`src/tgarle_pkg.sv`:
```
// Shared types, constants and helpers of the TGA run-length row encoder.
package tgarle_pkg;

    // Width of the count field in a packet header.
    localparam int HDR_LEN_W = 7;
    // Header flag that marks a repeat packet.
    localparam logic [7:0] HDR_REPEAT = 8'h80;

    // Command queue between the classifier and the emitter.
    localparam int QDEPTH = 4;
    localparam int QAW    = 2;
    localparam int QCW    = 3;

    typedef struct packed {
        logic [7:0] alpha;
        logic [7:0] blue;
        logic [7:0] green;
        logic [7:0] red;
    } t_pixel;

    typedef struct packed {
        logic [7:0] red;
        logic [7:0] green;
        logic [7:0] blue;
        logic [7:0] alpha;
        logic       last_in_row;
    } t_pix_in;

    typedef struct packed {
        logic       packet_start;
        logic [7:0] header_byte;
        logic [7:0] out_red;
        logic [7:0] out_green;
        logic [7:0] out_blue;
        logic [7:0] out_alpha;
        logic       packet_end;
        logic       row_end;
    } t_pix_out;

    // One packet to emit: a repeat packet carries its pixel, a raw packet
    // points at a bank of the pixel store.
    typedef struct packed {
        logic                 is_raw;
        logic                 bank;
        logic [HDR_LEN_W-1:0] len_m1;
        t_pixel               pix;
        logic                 row_end;
    } t_cmd;

    // Up to two commands pushed in one cycle; c1 is only valid with c0.
    typedef struct packed {
        logic v0;
        logic v1;
        t_cmd c0;
        t_cmd c1;
    } t_push;

    // Emitter has finished reading a raw bank.
    typedef struct packed {
        logic en;
        logic bank;
    } t_rel;

    function automatic t_cmd mk_cmd(input logic is_raw, input logic bank,
                                    input logic [HDR_LEN_W-1:0] len_m1,
                                    input t_pixel pix, input logic row_end);
        t_cmd c;
        c.is_raw  = is_raw;
        c.bank    = bank;
        c.len_m1  = len_m1;
        c.pix     = pix;
        c.row_end = row_end;
        return c;
    endfunction

endpackage

```
`src/tgarle_ram.sv`:
```
// Generic single-write, single-read RAM with registered read data.
module tgarle_ram #(
    parameter int WIDTH = 32,
    parameter int DEPTH = 64
) (
    input  logic                     i_clk,
    input  logic                     i_we,
    input  logic [$clog2(DEPTH)-1:0] i_waddr,
    input  logic [WIDTH-1:0]         i_wdata,
    input  logic [$clog2(DEPTH)-1:0] i_raddr,
    output logic [WIDTH-1:0]         o_rdata
);

    logic [WIDTH-1:0] r_mem [DEPTH];
    logic [WIDTH-1:0] r_rdata;

    // Write port and registered read port.
    always_ff @(posedge i_clk) begin
        if (i_we) begin
            r_mem[i_waddr] <= i_wdata;
        end
        r_rdata <= r_mem[i_raddr];
    end

    assign o_rdata = r_rdata;

endmodule

```
`src/tgarle_cmdq.sv`:
```
// Small command queue that takes up to two packets per cycle and gives one.
module tgarle_cmdq import tgarle_pkg::*; (
    input  logic  i_clk,
    input  logic  i_rst_n,
    input  t_push i_push,
    output logic  o_room,
    output logic  o_head_v,
    output t_cmd  o_head,
    input  logic  i_pop
);

    t_cmd           r_mem [QDEPTH];
    logic [QAW-1:0] r_wp, n_wp;
    logic [QAW-1:0] r_rp, n_rp;
    logic [QCW-1:0] r_cnt, n_cnt;

    // Pointer and fill bookkeeping.
    always_comb begin
        n_wp  = r_wp + QAW'(i_push.v0) + QAW'(i_push.v1);
        n_rp  = r_rp + QAW'(i_pop);
        n_cnt = r_cnt + QCW'(i_push.v0) + QCW'(i_push.v1) - QCW'(i_pop);
    end

    always_ff @(posedge i_clk) begin
        if (!i_rst_n) begin
            r_wp  <= '0;
            r_rp  <= '0;
            r_cnt <= '0;
        end else begin
            r_wp  <= n_wp;
            r_rp  <= n_rp;
            r_cnt <= n_cnt;
        end
    end

    // Storage; the second command goes in the slot after the first.
    always_ff @(posedge i_clk) begin
        if (i_push.v0) begin
            r_mem[r_wp] <= i_push.c0;
        end
        if (i_push.v1) begin
            r_mem[r_wp + QAW'(1)] <= i_push.c1;
        end
    end

    // Room is reported only when a two-command cycle still fits.
    assign o_room   = (r_cnt <= QCW'(QDEPTH - 2));
    assign o_head_v = (r_cnt != '0);
    assign o_head   = r_mem[r_rp];

endmodule

```
`src/tgarle_front.sv`:
```
// Pixel classifier: tracks the open packet and turns pixels into packet commands.
module tgarle_front import tgarle_pkg::*; #(
    parameter int MAX_PACKET = 32
) (
    input  logic                          i_clk,
    input  logic                          i_rst_n,
    input  logic                          i_valid,
    output logic                          o_ready,
    input  t_pix_in                       i_pix,
    input  logic                          i_room,
    output t_push                         o_push,
    output logic                          o_we,
    output logic [$clog2(MAX_PACKET):0]   o_waddr,
    output t_pixel                        o_wdata,
    input  t_rel                          i_rel
);

    localparam int CW = $clog2(MAX_PACKET + 1);
    localparam int IW = $clog2(MAX_PACKET);

    t_pixel          r_held, n_held;
    logic [CW-1:0]   r_count, n_count;
    logic            r_raw, n_raw;
    logic            r_bank, n_bank;
    logic [1:0]      r_busy, n_busy;

    t_pixel          pix;
    logic            accept;
    logic            last;
    logic [CW-1:0]   cnt1;
    logic            full;
    logic            set_busy;

    assign pix.red   = i_pix.red;
    assign pix.green = i_pix.green;
    assign pix.blue  = i_pix.blue;
    assign pix.alpha = i_pix.alpha;
    assign last      = i_pix.last_in_row;

    // A pixel is taken when the current bank is free and two commands fit.
    assign o_ready = !r_busy[r_bank] && i_room;
    assign accept  = i_valid && o_ready;
    assign cnt1    = r_count + CW'(1);
    assign full    = (cnt1 >= CW'(MAX_PACKET));

    // Packet classification for one accepted pixel.
    always_comb begin
        n_held   = r_held;
        n_count  = r_count;
        n_raw    = r_raw;
        n_bank   = r_bank;
        set_busy = 1'b0;
        o_push   = '0;
        o_we     = 1'b0;
        o_waddr  = {r_bank, r_count[IW-1:0]};
        o_wdata  = pix;
        if (accept) begin
            if (r_count == '0) begin
                // No packet open: this pixel opens one.
                n_held  = pix;
                n_count = CW'(1);
                n_raw   = 1'b0;
                o_we    = 1'b1;
                o_waddr = {r_bank, {IW{1'b0}}};
                if (last) begin
                    o_push.v0 = 1'b1;
                    o_push.c0 = mk_cmd(1'b0, r_bank, '0, pix, 1'b1);
                    n_count   = '0;
                end
            end else if (pix == r_held) begin
                if (r_raw) begin
                    // Raw run meets a repeat: flush all but its last pixel.
                    o_push.v0 = 1'b1;
                    o_push.c0 = mk_cmd(1'b1, r_bank,
                                       HDR_LEN_W'(r_count - CW'(2)), r_held, 1'b0);
                    set_busy  = 1'b1;
                    n_bank    = !r_bank;
                    n_raw     = 1'b0;
                    n_count   = CW'(2);
                    if (MAX_PACKET == 2 || last) begin
                        o_push.v1 = 1'b1;
                        o_push.c1 = mk_cmd(1'b0, !r_bank, HDR_LEN_W'(1), r_held, last);
                        n_count   = '0;
                    end
                end else begin
                    n_count = cnt1;
                    if (full || last) begin
                        o_push.v0 = 1'b1;
                        o_push.c0 = mk_cmd(1'b0, r_bank, HDR_LEN_W'(r_count),
                                           r_held, last);
                        n_count   = '0;
                        n_raw     = 1'b0;
                    end
                end
            end else if (r_raw || r_count == CW'(1)) begin
                // Pixel differs: extend the raw run.
                o_we    = 1'b1;
                n_raw   = 1'b1;
                n_count = cnt1;
                n_held  = pix;
                if (full || last) begin
                    o_push.v0 = 1'b1;
                    o_push.c0 = mk_cmd(1'b1, r_bank, HDR_LEN_W'(r_count), pix, last);
                    set_busy  = 1'b1;
                    n_bank    = !r_bank;
                    n_count   = '0;
                    n_raw     = 1'b0;
                end
            end else begin
                // Repeat run ends on a new pixel, which opens the next packet.
                o_push.v0 = 1'b1;
                o_push.c0 = mk_cmd(1'b0, r_bank, HDR_LEN_W'(r_count - CW'(1)),
                                   r_held, 1'b0);
                o_we      = 1'b1;
                o_waddr   = {r_bank, {IW{1'b0}}};
                n_held    = pix;
                n_count   = CW'(1);
                n_raw     = 1'b0;
                if (last) begin
                    o_push.v1 = 1'b1;
                    o_push.c1 = mk_cmd(1'b0, r_bank, '0, pix, 1'b1);
                    n_count   = '0;
                end
            end
        end
    end

    // Bank busy flags: set when a raw packet is queued, cleared when read out.
    always_comb begin
        n_busy = r_busy;
        if (i_rel.en) begin
            n_busy[i_rel.bank] = 1'b0;
        end
        if (set_busy) begin
            n_busy[r_bank] = 1'b1;
        end
    end

    always_ff @(posedge i_clk) begin
        if (!i_rst_n) begin
            r_held  <= '0;
            r_count <= '0;
            r_raw   <= 1'b0;
            r_bank  <= 1'b0;
            r_busy  <= '0;
        end else begin
            r_held  <= n_held;
            r_count <= n_count;
            r_raw   <= n_raw;
            r_bank  <= n_bank;
            r_busy  <= n_busy;
        end
    end

endmodule

```
`src/tgarle_back.sv`:
```
// Packet emitter: walks queued packets and delivers one pixel result per cycle while the output is not stalled.
module tgarle_back import tgarle_pkg::*; #(
    parameter int MAX_PACKET = 32
) (
    input  logic                          i_clk,
    input  logic                          i_rst_n,
    input  logic                          i_with_alpha,
    input  logic                          i_head_v,
    input  t_cmd                          i_head,
    output logic                          o_pop,
    output logic [$clog2(MAX_PACKET):0]   o_raddr,
    input  t_pixel                        i_rdata,
    output t_rel                          o_rel,
    output logic                          o_valid,
    input  logic                          i_ready,
    output t_pix_out                      o_res
);

    localparam int IW = $clog2(MAX_PACKET);
    localparam int AW = IW + 1;

    typedef struct packed {
        logic       use_ram;
        t_pixel     pix;
        logic       start;
        logic [7:0] hdr;
        logic       pend;
        logic       rend;
        logic       rel;
    } t_meta;

    logic [IW-1:0] r_idx, n_idx;
    logic          r_s1_v, n_s1_v;
    t_meta         r_s1, n_s1;
    logic [AW-1:0] r_s1_addr;
    logic          r_o_v, n_o_v;
    t_pix_out      r_o, n_o;

    logic          s1_to_o;
    logic          issue;
    logic          last_elem;
    logic [AW-1:0] issue_addr;
    t_pixel        s1_pix;

    assign s1_to_o    = r_s1_v && (!r_o_v || i_ready);
    assign issue      = i_head_v && (!r_s1_v || s1_to_o);
    assign last_elem  = !i_head.is_raw || (HDR_LEN_W'(r_idx) == i_head.len_m1);
    assign issue_addr = {i_head.bank, r_idx};
    assign o_pop      = issue && last_elem;
    // A stalled stage keeps re-reading its own address so the data holds.
    assign o_raddr    = issue ? issue_addr : r_s1_addr;
    assign o_rel.en   = s1_to_o && r_s1.rel;
    assign o_rel.bank = r_s1_addr[AW-1];

    // Issue stage: one result per cycle while the output is not stalled, walking the raw bank by index.
    always_comb begin
        n_idx  = r_idx;
        n_s1_v = r_s1_v;
        n_s1   = r_s1;
        if (s1_to_o) begin
            n_s1_v = 1'b0;
        end
        if (issue) begin
            n_s1_v       = 1'b1;
            n_s1.use_ram = i_head.is_raw;
            n_s1.pix     = i_head.pix;
            n_s1.pend    = last_elem;
            n_s1.rend    = last_elem && i_head.row_end;
            n_s1.rel     = i_head.is_raw && last_elem;
            if (i_head.is_raw) begin
                n_s1.start = (r_idx == '0);
                n_s1.hdr   = (r_idx == '0) ? {1'b0, i_head.len_m1} : 8'h00;
                n_idx      = last_elem ? '0 : r_idx + IW'(1);
            end else begin
                n_s1.start = 1'b1;
                n_s1.hdr   = HDR_REPEAT | {1'b0, i_head.len_m1};
            end
        end
    end

    // Output register, with alpha masked by the pixel-format setting.
    assign s1_pix = r_s1.use_ram ? i_rdata : r_s1.pix;

    always_comb begin
        n_o_v = r_o_v;
        n_o   = r_o;
        if (r_o_v && i_ready) begin
            n_o_v = 1'b0;
        end
        if (s1_to_o) begin
            n_o_v            = 1'b1;
            n_o.packet_start = r_s1.start;
            n_o.header_byte  = r_s1.hdr;
            n_o.out_red      = s1_pix.red;
            n_o.out_green    = s1_pix.green;
            n_o.out_blue     = s1_pix.blue;
            n_o.out_alpha    = i_with_alpha ? s1_pix.alpha : 8'h00;
            n_o.packet_end   = r_s1.pend;
            n_o.row_end      = r_s1.rend;
        end
    end

    always_ff @(posedge i_clk) begin
        if (!i_rst_n) begin
            r_idx  <= '0;
            r_s1_v <= 1'b0;
            r_o_v  <= 1'b0;
        end else begin
            r_idx  <= n_idx;
            r_s1_v <= n_s1_v;
            r_o_v  <= n_o_v;
        end
    end

    // Payload registers.
    always_ff @(posedge i_clk) begin
        r_s1 <= n_s1;
        r_o  <= n_o;
        if (issue) begin
            r_s1_addr <= issue_addr;
        end
    end

    assign o_valid = r_o_v;
    assign o_res   = r_o;

endmodule

```
`src/tga_rle_row_encoder.sv`:
```
// A closed packet is queued, then passes the issue stage and output register.
// Throughput: one pixel per cycle into the classifier and, when not stalled, one
// result per cycle out of the emitter; the classifier waits only when the command
// queue is nearly full or both raw pixel banks are still being emitted. Reset
// (synchronous, active low) closes any open packet, empties the queue and output
// stages, and clears the alpha setting; the pixel store needs no clearing.
module tga_rle_row_encoder import tgarle_pkg::*; #(
    parameter int MAX_PACKET = 32
) (
    input  logic     i_clk,
    input  logic     i_rst_n,
    input  logic     i_valid,
    output logic     o_ready,
    input  t_pix_in  i_pix,
    input  logic     i_cfg_we,
    input  logic     i_cfg_wdata,
    output logic     o_valid,
    input  logic     i_ready,
    output t_pix_out o_res
);

    localparam int AW = $clog2(MAX_PACKET) + 1;

    logic          r_with_alpha;
    t_push         push;
    logic          room;
    logic          head_v;
    t_cmd          head;
    logic          pop;
    logic          we;
    logic [AW-1:0] waddr;
    t_pixel        wdata;
    logic [AW-1:0] raddr;
    t_pixel        rdata;
    t_rel          rel;

    // Pixel-format register.
    always_ff @(posedge i_clk) begin
        if (!i_rst_n) begin
            r_with_alpha <= 1'b0;
        end else if (i_cfg_we) begin
            r_with_alpha <= i_cfg_wdata;
        end
    end

    tgarle_front #(.MAX_PACKET(MAX_PACKET)) u_front (
        .i_clk   (i_clk),
        .i_rst_n (i_rst_n),
        .i_valid (i_valid),
        .o_ready (o_ready),
        .i_pix   (i_pix),
        .i_room  (room),
        .o_push  (push),
        .o_we    (we),
        .o_waddr (waddr),
        .o_wdata (wdata),
        .i_rel   (rel)
    );

    tgarle_cmdq u_cmdq (
        .i_clk    (i_clk),
        .i_rst_n  (i_rst_n),
        .i_push   (push),
        .o_room   (room),
        .o_head_v (head_v),
        .o_head   (head),
        .i_pop    (pop)
    );

    // Two banks of raw packet pixels; each bank spans a full power-of-two index range.
    tgarle_ram #(.WIDTH($bits(t_pixel)), .DEPTH(2 ** AW)) u_store (
        .i_clk   (i_clk),
        .i_we    (we),
        .i_waddr (waddr),
        .i_wdata (wdata),
        .i_raddr (raddr),
        .o_rdata (rdata)
    );

    tgarle_back #(.MAX_PACKET(MAX_PACKET)) u_back (
        .i_clk        (i_clk),
        .i_rst_n      (i_rst_n),
        .i_with_alpha (r_with_alpha),
        .i_head_v     (head_v),
        .i_head       (head),
        .o_pop        (pop),
        .o_raddr      (raddr),
        .i_rdata      (rdata),
        .o_rel        (rel),
        .o_valid      (o_valid),
        .i_ready      (i_ready),
        .o_res        (o_res)
    );

endmodule

```
`config.mk`:
```
export PLATFORM = sky130hd
export DESIGN_NAME = tga_rle_row_encoder
export DESIGN_NICKNAME = d
export VERILOG_FILES = /design/src/tgarle_pkg.sv /design/src/tgarle_ram.sv /design/src/tgarle_cmdq.sv /design/src/tgarle_front.sv /design/src/tgarle_back.sv /design/src/tga_rle_row_encoder.sv
export SDC_FILE = /design/constraint.sdc
export NUM_CORES = 2
export LEC_CHECK = 0
export ABC_AREA = 1
export BUFFER_PORTS_ARGS = -buffer_cell sky130_fd_sc_hd__buf_2
export CORE_ASPECT_RATIO = 1.2
export CORE_MARGIN = 1.5
export CORE_UTILIZATION = 25
export CTS_CLUSTER_SIZE = 30
export DETAILED_ROUTE_END_ITERATION = 10
export HOLD_SLACK_MARGIN = 0.05
export PLACE_DENSITY = 0.49
export SLEW_MARGIN = 10
export SYNTH_ARGS = -nofsm -noshare
export SYNTH_HDL_FRONTEND = slang
export SYNTH_HIERARCHICAL = 1
export SYNTH_SLANG_ARGS = --single-unit
```
`constraint.sdc`:
```
create_clock -name i_clk -period 9.7 [get_ports i_clk]
set_input_delay 0.97 -clock i_clk [delete_from_list [all_inputs] [get_ports i_clk]]
set_output_delay 0.97 -clock i_clk [all_outputs]
set_load 0.05 [all_outputs]
```
==> impl_metrics.env <==
export IMPL_endpoint_kind="register"
export IMPL_fin_area_sq_um=115000
export IMPL_drtIter0Drc=6351
export IMPL_rsz0062_at_grt="no"
export IMPL_nNetsFinal=9185
export IMPL_startpoint="u_cmdq/r_cnt[1]"
export IMPL_vias=68106
export IMPL_grtUsageMet2_pct=25.7
export IMPL_cts_resized=0
export IMPL_synth_common_cells="nand2_1, edfxtp_1, nand3_1, buf_2, inv_1"
export IMPL_initial_core_util_pct=25.1
export IMPL_tightest_slew_ns=1.25
export IMPL_drive_gt1_share_pct=7.44
export IMPL_synth_edf_count=2304
export IMPL_dieHeight_microns=702
export IMPL_grt_pass1_wl_microns=462000
export IMPL_ctsLongestPathBuffers=4
export IMPL_slew_headroom_pct=16.8
export IMPL_finalNonFillerCells=14732
export IMPL_post_cts_repair_setup_buffers=0
export IMPL_grt_pass1_vias=64182
export IMPL_hold_depth=3
export IMPL_grt_max_degree=186
export IMPL_cts_tree="done"
export IMPL_syn_instance_count=9296
export IMPL_cp_data_required_time_ns=10.29
export IMPL_power_density_nw_per_um2=301
export IMPL_track_usage_pct=15.2
export IMPL_cts_hold_buffers_added=0
export IMPL_dp_cells=14310
export IMPL_tns_ns=0
export IMPL_htreeDepth=4
export IMPL_period_minus_slack_ns=6.34
export IMPL_met3_usage_pct=1.60
export IMPL_yosys_warnings=6
export IMPL_clkTransAtPathRegs_ns=0.06
export IMPL_synth_top_area_share_pct=68.0
export IMPL_ys_ff_latch=2399
export IMPL_cts_buffers=236
export IMPL_peakVddDrop_mv=0.631
export IMPL_fmax_mhz=158
export IMPL_status="finished clean"
export IMPL_die_w_microns=585
export IMPL_synth_area_leaders="edfxtp_1, nand2_1, nand3_1, dfxtp_1, buf_2"
export IMPL_synth_avg_cell_area_sq_um=10.9
export IMPL_maxSlewViolCount=0
export IMPL_yosysSeqAreaShare_pct=69.9
export IMPL_path_class="register to register"
export IMPL_grt_use_met1_pct=19.9
export IMPL_gp_congestion=0.825
export IMPL_ios=84
export IMPL_root_buffer="clkbuf_16"
export IMPL_crit_arrival_ns=6.93
export IMPL_hold_viol=0
export IMPL_io_buffers=83
export IMPL_grt_overflow_total=0
export IMPL_p_leak_nw=40.4
export IMPL_setup_violations_final=0
export IMPL_drv_cap=0
export IMPL_wl_per_cell_microns=21.8
export IMPL_fin_crit_sh_pct=65.4
export IMPL_drc=0
export IMPL_synthFlopType="edfxtp_1"
export IMPL_hp_start="i_cfg_we"
export IMPL_start_kind="register"
export IMPL_synth_area_leader_cell="edfxtp_1"
export IMPL_yosysMostFrequentCell="nand2_1"
export IMPL_reg2reg_depth=15
export IMPL_core_sq_um=405000
export IMPL_hold_path_class="primary input to register"
export IMPL_syn_to_final_growth_pct=12.7
export IMPL_yosysUniqueCellTypes=40
export IMPL_vias_per_cell=4.62
export IMPL_syn_cell_area_sq_um=102000
export IMPL_totalPowerFinal_w=0.0345
export IMPL_r2r_start="u_cmdq/r_cnt[1]"
export IMPL_rows=256
export IMPL_drtPass1Iterations=6
export IMPL_clkLatencyLatePin_ns=0.92
export IMPL_dp_hpwl_microns=181000
export IMPL_cts_sinks=2399
export IMPL_async_flop_share_pct=0
export IMPL_ant_nets=0
export IMPL_path_max_fanout=45
export IMPL_dieArea_sq_um=411000
export IMPL_skew_ns=0.0822
export IMPL_antenna_found_initial=9
export IMPL_top_usage_layer="met2"
export IMPL_dpl_instance_area_sq_um=108000
export IMPL_routed_wl_microns=321000
-- layout by cell type, fill, tap and decap left out, drive strengths merged --
| cell | n |
|---|---|
| nand3b | 1 |
| a21oi | 116 |
| nor3 | 7 |
| nor2 | 302 |
| buf | 235 |
| nand4 | 100 |
| inv | 328 |
| nand3 | 2103 |
| xor2 | 3 |
| edfxtp | 2304 |
| conb | 7 |
| o21ai | 135 |
| o211ai | 3 |
| fa | 3 |
| nand2 | 3103 |
| diode | 8 |
| a31oi | 2 |
| ha | 12 |
| nor4 | 8 |
| and2 | 1 |
| dfxtp | 95 |
| o21bai | 1 |
| clkinv | 94 |
| xnor2 | 23 |
| clkbuf | 306 |
| clkinvlp | 2 |
| bufinv | 12 |
-- registers in the layout, indices dropped and copies added (netlist names) --
signal / cells
u_store/r_mem: 2048
u_cmdq/r_mem: 168
u_back/r_s1: 45
u_back/o_res: 43
u_front/r_held: 32
u_store/o_rdata: 32
u_back/r_s1_addr: 6
u_front/r_count: 6
u_back/r_idx: 5
u_cmdq/r_cnt: 3
u_cmdq/r_rp: 2
u_cmdq/r_wp: 2
u_front/r_busy: 2
r_with_alpha: 1
u_back/o_valid: 1
u_back/r_s1_v: 1
u_front/r_bank: 1
u_front/r_raw: 1
-- per-stage QoR --
| step | hold slack [ns] | util (%) | setup slack (ns) |
|---|---|---|---|
| floorplan | 0.400 | - | 3.27 |
| global placement | 0.401 | 26.5 | 2.68 |
| CTS | 0.280 | 28.3 | 3.33 |
| global route | 0.329 | 28.3 | 3.13 |
| finish | 0.341 | 28.3 | 3.36 |
| detailed placement | 0.405 | 26.5 | 2.64 |
-- worst paths after layout --
path              slack (ns)             endpoint
setup / recovery        3.36  u_store/r_mem[2][7]
hold reg to reg         0.42     u_back/o_res[40]
hold / removal          0.34         r_with_alpha
setup reg to reg        3.36  u_store/r_mem[2][7]
-- cell families (layout without fill, tap and decap cells) --
group,after synthesis,after routing,synth area share (%)
AOI/OAI and AO/OA,257,257,1.28
other,1,15,0.00369
and+or+nand+nor,5625,5625,23.9
DFF,2399,2399,69.9
buffers and inverters,973,977,4.52
adders and majority gates,15,15,0.207
xor gates and xnor gates,26,26,0.224
-- area by class of cell --
cell class	instances	area [sq um]
inverter	329	1270
fill	41950	291000
sequential	2399	71100
multi-input combinational	5930	26600
clock buffer	306	6230
clock inverter	107	811
antenna	8	20.0
timing repair buffer	235	1820
tap	5418	6780
-- layer usage --
metal	vias up	part of all wire [%]
met2	2004	49
met3	446	4.9
li1	31845	-
met1	33809	42
met5	-	0.0022
met4	2	3.9
-- worst max-delay path, stage by stage (launching register included) --
cell and delay (ns):
dfxtp_1 0.31, inv_1 0.12, ha_1 0.15, o21bai_1 0.11, nand2_1 0.07, a21oi_1 0.29
and2_2 0.21, buf_4 0.58, clkinv_1 0.40, buf_4 0.38, a21oi_1 0.42, nor2_1 0.29
inv_1 0.35, nand4_1 0.85, nor2_4 1.08, buf_4 0.40
-- where the power goes --
group	switching (W)	internal (W)	total, W	leakage [nW]
registers	0.000283	0.0120	0.0122	21.6
logic	0.0103	0.00326	0.0136	15.4
clock network	0.00392	0.00480	0.00872	3.44
total	0.0145	0.0200	0.0345	40.4
Note: power is estimated with default switching activity, not from simulation.
